### src/rtl/fct_pkg.sv
// Shared types and constants for the frustum cull test block.
package fct_pkg;

  localparam int NUM_PLANES = 6;
  localparam int NUM_REGS   = 8;
  localparam int NRM_BITS   = 30;
  localparam int COEF_W     = 33;
  localparam int SQ_W       = 68;
  localparam int ROOT_W     = 34;
  localparam int NUM_W      = 63;
  localparam int IDX_W      = 4;

  localparam logic [1:0] CMD_POINT  = 2'd0;
  localparam logic [1:0] CMD_SPHERE = 2'd1;
  localparam logic [1:0] CMD_BOX    = 2'd2;

  typedef struct packed {
    logic [1:0]  cmd;
    logic [31:0] ax;
    logic [31:0] ay;
    logic [31:0] az;
    logic [31:0] bx;
    logic [31:0] by;
    logic [31:0] bz;
    logic [30:0] rad;
    logic        vis;
  } item_t;

  typedef struct packed {
    logic [31:0] nx;
    logic [31:0] ny;
    logic [31:0] nz;
    logic [31:0] d;
  } plane_t;

  typedef struct packed {
    logic       we;
    logic [2:0] idx;
    plane_t     plane;
  } plane_wr_t;

  typedef struct packed {
    logic                  busy;
    logic                  ready;
    logic [NUM_PLANES-1:0] mask;
  } status_t;

endpackage

### src/rtl/fct_deriver.sv
// Plane derivation sequencer: holds the matrix, squares, roots and divides per plane.
module fct_deriver #(
  parameter int FRAC_BITS = 16
) (
  input  logic                      clk_i,
  input  logic                      rst_ni,
  input  logic                      cfg_we_i,
  input  logic [fct_pkg::IDX_W-1:0] cfg_idx_i,
  input  logic [63:0]               cfg_data_i,
  output fct_pkg::plane_wr_t        wr_o,
  output fct_pkg::status_t          status_o
);

  typedef enum logic [2:0] {
    ST_IDLE, ST_COEF, ST_SQ, ST_ROOT, ST_DIV, ST_STORE
  } state_e;

  state_e                          state_q;
  logic [63:0]                     cfg_q [fct_pkg::NUM_REGS];
  logic [2:0]                      plane_q;
  logic [5:0]                      cnt_q;
  logic [1:0]                      comp_q;
  logic [fct_pkg::COEF_W-1:0]      coef_q [4];
  logic [fct_pkg::COEF_W-1:0]      coef_d [4];
  logic [fct_pkg::SQ_W-1:0]        acc_q;
  logic [36:0]                     rem_q;
  logic [fct_pkg::ROOT_W-1:0]      root_q;
  logic [34:0]                     drem_q;
  logic [fct_pkg::NUM_W-1:0]       num_q;
  logic [31:0]                     res_q [4];
  logic                            ready_q;
  logic [fct_pkg::NUM_PLANES-1:0]  mask_q;

  logic                            cfg_hit;
  logic [fct_pkg::COEF_W-1:0]      cur_mag;
  logic [65:0]                     sq_prod;
  logic [36:0]                     rem_t;
  logic [36:0]                     trial;
  logic [34:0]                     drem_t;
  logic                            dbit;
  logic [fct_pkg::NUM_W-1:0]       qfin;
  logic [31:0]                     res_val;
  logic [fct_pkg::NUM_W-1:0]       num_start;

  function automatic logic [fct_pkg::COEF_W-1:0] mag(input logic [fct_pkg::COEF_W-1:0] v);
    mag = v[fct_pkg::COEF_W-1] ? (~v + 1'b1) : v;
  endfunction

  function automatic logic [fct_pkg::COEF_W-1:0] entry(input logic [63:0] reg_v,
                                                        input logic hi);
    entry = hi ? {reg_v[63], reg_v[63:32]} : {reg_v[31], reg_v[31:0]};
  endfunction

  assign cfg_hit = cfg_we_i && (cfg_idx_i < fct_pkg::IDX_W'(fct_pkg::NUM_REGS));

  always_comb begin
    logic [2:0] k;
    k = {1'b0, plane_q[2:1]};
    for (int c = 0; c < 4; c++) begin
      logic [fct_pkg::COEF_W-1:0] a;
      logic [fct_pkg::COEF_W-1:0] b;
      a = entry(cfg_q[6 + c / 2], c[0]);
      b = entry(cfg_q[3'(k * 2) + 3'(c / 2)], c[0]);
      coef_d[c] = plane_q[0] ? (a - b) : (a + b);
    end
  end

  assign cur_mag   = mag(coef_q[comp_q]);
  assign sq_prod   = cur_mag * cur_mag;
  assign rem_t     = {rem_q[34:0], acc_q[fct_pkg::SQ_W-1 -: 2]};
  assign trial     = {1'b0, root_q, 2'b01};
  assign drem_t    = {drem_q[33:0], num_q[fct_pkg::NUM_W-1]};
  assign dbit      = drem_t >= {1'b0, root_q};
  assign qfin      = {num_q[fct_pkg::NUM_W-2:0], dbit};
  assign num_start = (fct_pkg::NUM_W'(cur_mag)) << ((comp_q == 2'd3) ? FRAC_BITS
                                                                    : fct_pkg::NRM_BITS);

  // Sign and, for the offset term, saturate the finished quotient.
  always_comb begin
    logic neg;
    neg = coef_q[comp_q][fct_pkg::COEF_W-1];
    if (comp_q != 2'd3) begin
      res_val = neg ? (~qfin[31:0] + 1'b1) : qfin[31:0];
    end else if (neg) begin
      res_val = (qfin >= fct_pkg::NUM_W'(64'h8000_0000)) ? 32'h8000_0000
                                                         : (~qfin[31:0] + 1'b1);
    end else begin
      res_val = (qfin > fct_pkg::NUM_W'(64'h7FFF_FFFF)) ? 32'h7FFF_FFFF : qfin[31:0];
    end
  end

  always_ff @(posedge clk_i or negedge rst_ni) begin
    if (!rst_ni) begin
      state_q <= ST_IDLE;
      ready_q <= 1'b0;
      mask_q  <= '0;
      plane_q <= '0;
      cnt_q   <= '0;
      comp_q  <= '0;
      for (int i = 0; i < fct_pkg::NUM_REGS; i++) cfg_q[i] <= '0;
    end else if (cfg_hit) begin
      cfg_q[cfg_idx_i[2:0]] <= cfg_data_i;
      state_q <= ST_COEF;
      plane_q <= '0;
      mask_q  <= '0;
    end else begin
      case (state_q)
        ST_IDLE: begin
        end
        ST_COEF: begin
          for (int c = 0; c < 4; c++) coef_q[c] <= coef_d[c];
          acc_q   <= '0;
          comp_q  <= '0;
          state_q <= ST_SQ;
        end
        ST_SQ: begin
          if (comp_q == 2'd2) begin
            if ((acc_q + fct_pkg::SQ_W'(sq_prod)) == '0) begin
              mask_q[plane_q] <= 1'b1;
              for (int c = 0; c < 4; c++) res_q[c] <= '0;
              state_q <= ST_STORE;
            end else begin
              state_q <= ST_ROOT;
            end
            acc_q  <= acc_q + fct_pkg::SQ_W'(sq_prod);
            rem_q  <= '0;
            root_q <= '0;
            cnt_q  <= 6'(fct_pkg::ROOT_W - 1);
          end else begin
            acc_q  <= acc_q + fct_pkg::SQ_W'(sq_prod);
            comp_q <= comp_q + 2'd1;
          end
        end
        ST_ROOT: begin
          // One result bit per cycle, two radicand bits shifted in.
          acc_q <= {acc_q[fct_pkg::SQ_W-3:0], 2'b00};
          if (rem_t >= trial) begin
            rem_q  <= rem_t - trial;
            root_q <= {root_q[fct_pkg::ROOT_W-2:0], 1'b1};
          end else begin
            rem_q  <= rem_t;
            root_q <= {root_q[fct_pkg::ROOT_W-2:0], 1'b0};
          end
          if (cnt_q == '0) begin
            state_q <= ST_DIV;
            comp_q  <= '0;
            cnt_q   <= 6'(fct_pkg::NUM_W);
          end else begin
            cnt_q <= cnt_q - 6'd1;
          end
        end
        ST_DIV: begin
          if (cnt_q == 6'(fct_pkg::NUM_W)) begin
            num_q  <= num_start;
            drem_q <= '0;
            cnt_q  <= cnt_q - 6'd1;
          end else begin
            drem_q <= dbit ? (drem_t - {1'b0, root_q}) : drem_t;
            num_q  <= qfin;
            if (cnt_q == '0) begin
              res_q[comp_q] <= res_val;
              cnt_q <= 6'(fct_pkg::NUM_W);
              if (comp_q == 2'd3) state_q <= ST_STORE;
              else comp_q <= comp_q + 2'd1;
            end else begin
              cnt_q <= cnt_q - 6'd1;
            end
          end
        end
        ST_STORE: begin
          if (plane_q == 3'(fct_pkg::NUM_PLANES - 1)) begin
            state_q <= ST_IDLE;
            ready_q <= 1'b1;
          end else begin
            plane_q <= plane_q + 3'd1;
            state_q <= ST_COEF;
          end
        end
        default: state_q <= ST_IDLE;
      endcase
    end
  end

  assign wr_o.we       = (state_q == ST_STORE) && !cfg_hit;
  assign wr_o.idx      = plane_q;
  assign wr_o.plane    = {res_q[0], res_q[1], res_q[2], res_q[3]};
  assign status_o.busy  = (state_q != ST_IDLE);
  assign status_o.ready = ready_q;
  assign status_o.mask  = mask_q;

endmodule

### config.mk
export PLATFORM = sky130hd
export DESIGN_NAME = fct_deriver
export DESIGN_NICKNAME = d
export VERILOG_FILES = /design/src/rtl/fct_pkg.sv /design/src/rtl/fct_deriver.sv
export SDC_FILE = /design/constraint.sdc
export NUM_CORES = 2
export LEC_CHECK = 0
export BUFFER_PORTS_ARGS = -buffer_cell sky130_fd_sc_hd__buf_2
export CELL_PAD_IN_SITES_DETAIL_PLACEMENT = 1
export CELL_PAD_IN_SITES_GLOBAL_PLACEMENT = 1
export CORE_MARGIN = 2
export CORE_UTILIZATION = 45
export DETAILED_ROUTE_END_ITERATION = 16
export PLACE_DENSITY = 0.72
export SETUP_SLACK_MARGIN = 0.05
export SYNTH_ARGS = -nofsm -noshare
export SYNTH_HDL_FRONTEND = slang
export SYNTH_SLANG_ARGS = --single-unit
### constraint.sdc
create_clock -name clk_i -period 17.91 [get_ports clk_i]
set_clock_uncertainty 0.15 [all_clocks]
set_input_delay 3.582 -clock clk_i [delete_from_list [all_inputs] [get_ports clk_i]]
set_output_delay 3.582 -clock clk_i [all_outputs]
set_load 0.01 [all_outputs]
==> summary by stage <==
Timing
The total negative slack for setup checks is 0 ps. The final-report hold violation count is 0. Setup repair after global routing left no endpoint under its margin. The number of pins with negative max-slew slack in the final report is 0. For the pin with the worst max-slew slack, the measured transition is 1171 ps. The number of setup violations in the final report is 0. The ratio of final minimum period to clock period is 0.9184. The fmax is 0.06080 GHz.

The final critical-path setup slack is 1462 ps. Headroom to the max-slew limit came out at 0.2096. The shortest clock period the worst path allows after layout is 16450 ps.

Global routing
The number of global-route vias before repair is 71.06k. The wire length of the first global-routing pass is 432.9 mm. For this run the aggregate overflow at the end of global routing stands at 0. The initial antenna violation count was 17.

The pin count of the biggest net entering global routing is 82. In the global route stage, overall resource usage came out at 0.2855.

Route
The detail-routed via count per cell is 5.740. The total number of vias is 63.38k. After detailed routing, the average wire length per cell comes to 25.46 µm. In this run the remaining antenna-violating nets after routing total 0.

The number of DRC markers in iteration 0 is 4377. The number of detailed-route iterations in the first pass is 5. The DRC violation count after routing is 0. The final wirelength is 281.1 mm.

Die
The initial standard-cell utilization of the core is 0.4526. The area of the core is 195000 µm². The die covers 199700 µm².

The number of placed I/O pins is 211. Measured along the y axis, the die boundary spans 446.9 µm. The die is 446.9 µm wide.

The number of cell rows is 162.

CTS
The clock reaches the later pin of the worst-skew pair after 790 ps. TritonCTS built the clock tree. The buffers inserted during post-CTS setup optimization is 0. Clock tree synthesis inserted a total of 115 buffers. CTS placed an instance of clkbuf_16 at the clock tree root. After clock tree synthesis, the clock-pin slew on the worst setup and hold paths is 60 ps.

The H-tree generated during clock tree synthesis spans 3 levels. The number of gates resized after CTS is 0. After clock tree synthesis, the flow added hold-fix buffers numbering 0.

The clock net in this run drives a total of 1027 sinks. The number of buffers on the longest clock path is 3.

Setup path
The classification of the worst setup path is reg -> reg. The cell at the slowest stage of the critical path is clkinv_1. STA classifies the critical path startpoint as a flop. The data required time of the worst path is 18130 ps. The most frequent cell on the critical path is fa_1. Data arrives at the worst endpoint at 16670 ps. Across all register-to-register paths, the minimum setup slack is 1460 ps. In this design, the stage delay of the slowest critical-path cell is 970 ps. In this run the worst path has a maximum fanout of 32. STA classifies the critical path endpoint as a flop.

Yosys
The average cell area after synthesis is 10.79 µm². The Yosys step of the flow raised 0 warnings. Of the synthesized area, sequential elements account for 0.3192. The number of standard cells after synthesis is 8182. The number of enable-type register cells in the synthesized netlist is 494. The number of library cell types mapped by synthesis is 96. After synthesis, the share of flip-flops with an asynchronous set or reset is 0.5190. The main flop type after synthesis is dfrtp_1.

The number of storage elements in the synthesis netlist is 1027. The cell area after technology mapping is 88260 µm².

Cells and area
Fill cells in the final layout number 21.09k. The post-layout net count is 9802. The proportion of layout cells with a drive suffix above 1 is 0.1551. The area added between synthesis and finish is 9.511%. The area taken by multi-input logic gates is 55100 µm². The sequential cell area is 28190 µm².

The final standard cell count with taps included and fillers excluded is 11.04k.

Placed design
The HPWL after detailed placement is 214.2 mm. Prior to clock tree synthesis, the placed netlist has a worst setup slack of 1399 ps. The number of cells after detailed placement is 10.82k. The congestion estimate from routability-driven global placement came to 0.9263.

The count of input and output buffers is 210.

Flow run
Max-cap violations in this run came to 0.

Status
The run finished with clean final reports.

Hold path
The class of the tightest hold or removal check is reg -> reg.
==> stage by stage <==
step | util | hold WS [ps] | cell area (µm²)
after floorplan | - | 292.8 | 88350
after global placement | 0.4757 | 300.1 | 92750
after detailed placement | 0.4757 | 305.4 | 92750
after CTS | 0.4956 | 322.6 | 96640
after global routing | 0.4956 | 356.6 | 96650
final | 0.4957 | 319.6 | 96660
==> cell usage after synthesis (53+ instances only) <==
cell type	n	area (µm²)
xnor2_1	299	2619
a21oi_1	413	2067
inv_1	1105	4148
nand3_1	83	415.4
nor2_1	718	2695
a21o_1	132	991.0
mux4_2	159	3581
nand4_1	53	331.6
nor3_1	123	615.6
edfxtp_1	494	14830
ha_1	476	5956
a22oi_1	56	420.4
clkbuf_1	275	1032
xor2_1	87	762.0
mux2_2	514	5788
nand2_1	604	2267
dfrtp_1	533	13340
fa_1	940	18820
nor2b_1	108	675.7
o21ai_0	193	965.9
==> metal layers <==
| metal | global-route usage | vias up | part of all wire |
|---|---|---|---|
| met3 | 0.04242 | 547 | 0.052 |
| met4 | 0.1064 | 22 | 0.043 |
| met5 | 0 | - | 0.00043 |
| met1 | 0.3599 | 33280 | 0.41 |
| met2 | 0.4960 | 1645 | 0.50 |
| li1 | - | 27880 | - |
==> registers in the layout (all words and copies together), names as in the netlist, 34 cells and up <==
name	flops
drem_q	34
cfg_q	512
res_q	128
acc_q	68
root_q	34
rem_q	35
num_q	63
coef_q	132
==> worst paths after layout <==
check,startpoint,depth (start not counted),end
worst max-delay path,comp_q[1],41,res_q[0][30]
worst min-delay path,ready_q,1,ready_q
worst max register to register,comp_q[1],41,res_q[0][30]
worst min register to register,ready_q,1,ready_q
max in group asynchronous,rst_ni,4,plane_q[0]
min in group asynchronous,rst_ni,1,cfg_q[445]
==> critical path: cells and delay by family, from the launching register on <==
family                   cells  cell delay, ps
flip-flops                   1             540
XOR/XNOR                     1             140
adder cells (fa/ha/maj)      9            4580
AO/OA/AOI/OAI                9            2480
multiplexers                 1             400
buffers and inverters        7            2940
AND/OR/NAND/NOR             14            4740
==> cells by family (layout without fill, tap and decap cells) <==
| kind of cell | after synthesis | count (layout) | share of synthesized area |
|---|---|---|---|
| AND/OR/NAND/NOR | 2021 | 2021 | 0.1052 |
| buffers and inverters | 1455 | 1660 | 0.06250 |
| adder cells (fa/ha/maj) | 1416 | 1416 | 0.2807 |
| AO/OA/AOI/OAI | 1156 | 1156 | 0.08251 |
| flip-flops | 1027 | 1027 | 0.3192 |
| multiplexers | 717 | 717 | 0.1111 |
| XOR/XNOR | 388 | 388 | 0.03867 |
| other | 2 | 33 | 0.00008509 |
==> cell type report <==
cell class / count / share of cell area
clock inverters: 51 / 0.006421
multi-input cells: 5723 / 0.5701
flip-flops and latches: 1027 / 0.2916
diodes: 8 / 0.0002071
well taps: 2624 / 0.03397
inverters: 1115 / 0.04330
repair buffers: 333 / 0.02066
clock buffers: 161 / 0.03375
==> cells in the final DEF, fill, tap and decap left out, drive strengths merged, types with 45 or more instances in the layout <==
cell    Yosys  final
a22oi      56     56
o21ai     211    211
xor2       87     87
edfxtp    494    494
nor3      125    125
a21oi     413    413
nor2      718    718
fa        940    940
buf        65    333
nand4      54     54
nand2     604    604
inv      1107   1112
clkbuf    275    161
a21o      132    132
nand3      83     83
dfrtp     533    533
nand2b     45     45
ha        476    476
a31oi      47     47
xnor2     301    301
mux4      159    159
mux2      514    514
nor2b     108    108
and2       51     51
Power is left out: the tool's default activity adds up to more than one toggle a clock period on the data nets, which glitch-free logic cannot reach.
